`src/design/hpd_pkg.sv`:
```
// ----------------------------------------------------------------------------
// hpd_pkg
// Types and fixed constants shared by the heading PID drive controller files.
// ----------------------------------------------------------------------------
package hpd_pkg;

    // Configuration register indexes
    localparam logic [2:0] REG_MODE        = 3'd0;
    localparam logic [2:0] REG_PROP_GAIN   = 3'd1;
    localparam logic [2:0] REG_INTEG_GAIN  = 3'd2;
    localparam logic [2:0] REG_DERIV_GAIN  = 3'd3;
    localparam logic [2:0] REG_TARGET_HDG  = 3'd4;
    localparam logic [2:0] REG_TARGET_SPD  = 3'd5;
    localparam logic [2:0] REG_RAMP_INC    = 3'd6;
    localparam logic [2:0] REG_RUN_LIMIT   = 3'd7;

    // Heading arithmetic in 1/16 degree
    localparam int HALF_TURN = 2880;
    localparam int FULL_TURN = 5760;

    // Command saturation in percent
    localparam int CMD_LIMIT = 100;

    // Integral accumulator limits (40-bit signed)
    localparam logic signed [39:0] INTEG_MAX = {1'b0, {39{1'b1}}};
    localparam logic signed [39:0] INTEG_MIN = {1'b1, {39{1'b0}}};

    typedef enum logic [1:0] {
        MODE_DIST     = 2'd0,
        MODE_TIMED    = 2'd1,
        MODE_PIVOT    = 2'd2,
        MODE_ONE_SIDE = 2'd3
    } t_mode;

    typedef struct packed {
        logic               restart;
        logic        [12:0] heading_sample;
        logic signed [23:0] avg_distance;
    } t_in_item;

    typedef struct packed {
        logic signed [7:0] left_command;
        logic signed [7:0] right_command;
        logic              done_res;
    } t_out_item;

    typedef struct packed {
        logic [2:0]  cfg_index;
        logic [23:0] cfg_data;
    } t_cfg_item;

endpackage

```
`src/design/hpd_out_fifo.sv`:
```
// ----------------------------------------------------------------------------
// hpd_out_fifo
// Small register queue holding finished result items until taken.
// ----------------------------------------------------------------------------
module hpd_out_fifo import hpd_pkg::*; #(
    parameter int DEPTH = 8
) (
    input  logic      i_clk,
    input  logic      i_rst_n,
    input  logic      i_wr_en,
    input  t_out_item i_wr_data,
    input  logic      i_rd_en,
    output t_out_item o_rd_data,
    output logic      o_empty
);

    localparam int PTR_W = (DEPTH > 1) ? $clog2(DEPTH) : 1;
    localparam int CNT_W = $clog2(DEPTH + 1);

    t_out_item          r_mem [DEPTH];
    logic [PTR_W-1:0]   r_wr_ptr;
    logic [PTR_W-1:0]   r_rd_ptr;
    logic [CNT_W-1:0]   r_count;
    logic [CNT_W-1:0]   n_count;

    function automatic logic [PTR_W-1:0] f_next_ptr(input logic [PTR_W-1:0] ptr);
        if (ptr == PTR_W'(DEPTH - 1)) begin
            return '0;
        end
        return ptr + PTR_W'(1);
    endfunction

    always_comb begin
        n_count = r_count;
        if (i_wr_en && !i_rd_en) begin
            n_count = r_count + CNT_W'(1);
        end else if (!i_wr_en && i_rd_en) begin
            n_count = r_count - CNT_W'(1);
        end
    end

    always_ff @(posedge i_clk) begin
        if (!i_rst_n) begin
            r_wr_ptr <= '0;
            r_rd_ptr <= '0;
            r_count  <= '0;
        end else begin
            if (i_wr_en) begin
                r_wr_ptr <= f_next_ptr(r_wr_ptr);
            end
            if (i_rd_en) begin
                r_rd_ptr <= f_next_ptr(r_rd_ptr);
            end
            r_count <= n_count;
        end
    end

    always_ff @(posedge i_clk) begin
        if (i_wr_en) begin
            r_mem[r_wr_ptr] <= i_wr_data;
        end
    end

    assign o_rd_data = r_mem[r_rd_ptr];
    assign o_empty   = (r_count == '0);

endmodule

```
`config.mk`:
```
export PLATFORM = sky130hd
export DESIGN_NAME = hpd_out_fifo
export DESIGN_NICKNAME = d
export VERILOG_FILES = /design/src/design/hpd_pkg.sv /design/src/design/hpd_out_fifo.sv
export SDC_FILE = /design/constraint.sdc
export NUM_CORES = 1
export LEC_CHECK = 0
export BUFFER_PORTS_ARGS = -buffer_cell sky130_fd_sc_hd__buf_2
export CORE_AREA = 2 2 119 208
export DETAILED_ROUTE_END_ITERATION = 6
export DIE_AREA = 0 0 121 210
export PLACE_DENSITY_LB_ADDON = 0.05
export SLEW_MARGIN = 20
export SYNTH_ARGS = -nofsm -noshare
export SYNTH_HDL_FRONTEND = slang
export SYNTH_SLANG_ARGS = --single-unit
```
`constraint.sdc`:
```
create_clock -name i_clk -period 6.3 [get_ports i_clk]
set_input_delay 0.315 -clock i_clk [delete_from_list [all_inputs] [get_ports i_clk]]
set_output_delay 0.315 -clock i_clk [all_outputs]
set_load 0.01 [all_outputs]
```
==> impl_summary.txt <==
----------------------------------------------------
[Final layout]
  Core utilization of the finished layout ... 29.6%
  Final Net Count ... 351
  Final non-filler cell area ... 0.00703 sq mm
  Filler Cell Count ... 2319
  Area added between synthesis and finish ... 20.1%
  Fraction of layout instances using a drive strength above 1 ... 33.7%

[Setup path]
  CP endpoint kind ... output pin
  Slowest-stage cell, CP ... mux4_1
  Critical path cell sequence ... buf_4 > mux4_1 > mux2_2 > buf_2
  Critical path peak fanout ... 34
  Setup Crit Path Kind ... flop to output pin
  Data required time at the worst endpoint ... 5980 ps
  Critical Path Source Type ... flop
  Slowest cell delay on critical path ... 650 ps
  Worst R2R Path Depth ... 3
  Signal arrival time at the worst endpoint ... 2370 ps
  Register-to-register setup slack ... 4560 ps

[Clock tree]
  Reg clk slew, reported paths ... 60 ps
  Number of buffers added to fix hold violations after cts ... 0
  CTS Buf Count ... 17
  # Post-CTS Setup Buffers ... 0
  Bufs on Longest Clock Path ... 2
  Later-pin clock latency in the skew report ... 410 ps
  H-tree level count ... 4
  CTS tree ... done
  Number of clock sinks ... 149
  CTS root buffer ... clkbuf_16
  Number of gates given a new drive strength after cts ... 0

[Die]
  Die height ... 210 microns
  Die footprint ... 0.0254 sq mm
  Core ar. ... 0.0237 sq mm
  Number of cell rows ... 75
  Initial cell density of the core ... 24.6%
  DIE WIDTH ... 121 microns
  Total I/O pin count ... 39

[Placement]
  IO buf count ... 38
  Worst setup timing slack at the placement stage ... 3980 ps
  Post-DP HPWL ... 7100 microns
  Weighted congestion reported at the end of routability-driven placement ... 0.609
  Area after detailed placement ... 0.00646 sq mm

[Timing]
  Clock Skew ... 12.0 ps
  Achievable Freq ... 0.372 GHz
  Final period util ... 42.7%
  Minimum setup slack in the final design ... 3610 ps
  Final critical path time including I/O delays and setup ... 2690 ps
  Final Max Tran Viols ... 0
  RSZ-0062 raised after global routing ... no
  Final-report setup violation count ... 0
  Transition time at the pin with the least slew margin ... 692 ps
  Final Hold Viols ... 0
  Worst rel slew slack ... 53.9%
  Sum of negative setup slack ... 0 ps

[Global route]
  Initial antenna violation count ... 0
  Global route overflow ... 0
  Vias in the first global route ... 3001
  Total Routing Usage GR ... 10.4%
  Global-route wire length before repair ... 18500 microns
  Largest net degree at the start of global routing ... 35

[Detailed routing]
  Antenna-violating nets left ... 0
  Final Routed Wirelength ... 12400 microns
  DRC violation total after the first TritonRoute iteration ... 103
  Average detailed-routed wire length per instance ... 19.3 microns
  Vias after detailed routing ... 2704
  Average vias per placed instance ... 4.20
  1st-pass router iterations ... 4
  Number of remaining DRC errors ... 0

[Yosys]
  Synth Net Count ... 295
  Fraction of the yosys area taken by sequential cells ... 74.3%
  Number of distinct library cells after synthesis ... 26
  Cell count after synthesis ... 266
  Number of flip-flops and latches in the synthesized netlist ... 149
  Summed instance area of the synthesized netlist ... 0.00585 sq mm
  Count of yosys warnings during synthesis ... 0
  Average size of a mapped cell ... 22.0 sq um

[Worst hold path]
  Path class of the lowest-slack min-delay path ... primary input to flop
  Cell count of the worst hold path ... 1

[Power]
  Leakage power summed over all cells ... 2.35 nW
  Worst supply voltage drop on vdd ... 0.122 mV
  Total Power Consumption ... 2.24 mW
  Pwr per Cell Area ... 319 mW/mm^2

[Flow run]
  Number of violations of the max-capacitance limit ... 0

[Outcome]
  Run status ... complete, no violations

----------------------------------------------------
-- logic make-up (layout without fill, tap and decap cells) --
kind of cell	count (synthesis)	count (layout)	share of synthesized area, %
buf+inv	14	83	1.43
mux	57	57	18.9
simple gates	30	30	2.65
compound gates	6	6	0.578
flops	149	149	74.3
xor+xnor	2	2	0.300
other cells	0	1	0
fa+ha+maj	8	8	1.84
-- critical path: cells and delay by family (launching register included) --
family	cells	cell delay, ps
mux	2	940
buf+inv	2	700
flops	1	310
-- layer usage --
layer	global-route usage, %	vias up	share of wire [%]
met5	0	-	0
met4	4.81	0	1.9
met3	2.16	14	2.4
met2	18.0	38	53
met1	12.2	1430	43
li1	-	1222	-
-- report_power, final --
part	total [mW]	internal (mW)	switching, mW	leakage [nW]
combinational	0.163	0.0774	0.0852	0.718
clock	0.961	0.583	0.377	0.287
sequential	1.12	1.11	0.0109	1.34
total	2.24	1.77	0.473	2.35
-- synth_stat cells --
cell type / number / share of area [%]
a211oi_1: 1 / 0.13
a21oi_1: 2 / 0.17
a31oi_1: 1 / 0.11
and2_1: 3 / 0.32
buf_1: 1 / 0.064
buf_2: 1 / 0.085
buf_6: 4 / 0.77
clkbuf_1: 6 / 0.38
dfxtp_1: 13 / 4.4
edfxtp_1: 136 / 70
fa_1: 1 / 0.34
ha_1: 7 / 1.5
inv_1: 2 / 0.13
mux2_2: 17 / 3.3
mux2i_1: 6 / 1.0
mux4_1: 24 / 11
mux4_2: 10 / 3.9
nand2_1: 4 / 0.26
nand2b_1: 5 / 0.53
nand3_1: 1 / 0.085
nor2_1: 7 / 0.45
nor2b_1: 6 / 0.64
nor3_1: 3 / 0.26
nor4_1: 1 / 0.11
o21ai_0: 2 / 0.17
xnor2_1: 2 / 0.30
-- cells in the final DEF (no fill, tap or decap), types with 3 or more instances in the layout --
cell type	Yosys	routed
ha_1	7	7
nand2_1	4	4
mux2_2	17	17
nor2_2	0	6
inv_4	0	5
buf_4	0	11
dfxtp_1	13	12
mux4_1	24	24
nand2b_1	5	5
clkbuf_16	0	19
buf_2	1	38
edfxtp_1	136	136
clkbuf_8	0	3
mux2i_1	6	6
clkbuf_1	6	4
mux4_2	10	10
nor2b_1	6	6
and2_1	3	3
-- registers in the layout, summed over array words and instances, names as in the netlist, named ones only --
| name | flops |
|---|---|
| r_count | 4 |
| r_wr_ptr | 3 |
| r_mem | 136 |
| r_rd_ptr | 3 |
-- layout make-up --
type / count / area, sq um / share of cell area, %
antenna: 1 / 2.50 / 0.0356
clock inverter: 6 / 36.3 / 0.516
multi-input combinational: 103 / 1450 / 20.6
tap: 308 / 385 / 5.48
timing repair buffer: 49 / 273 / 3.88
clock buffer: 26 / 532 / 7.57
sequential: 149 / 4350 / 61.8
inverter: 2 / 7.51 / 0.107
-- final timing paths --
path / end / startpoint
hold / removal: r_mem[0][8] / i_wr_data[8]
hold reg to reg: r_count[3] / r_count[3]
setup reg to reg: r_mem[4][15] / r_wr_ptr[0]
setup / recovery: o_rd_data[11] / flop
-- stage by stage --
step	hold slack, ps	instances
floorplan	414	266
global placement	478	611
detailed placement	492	611
CTS	153	643
global route	169	643
finish	173	644
(Power assumes the default switching activity.)
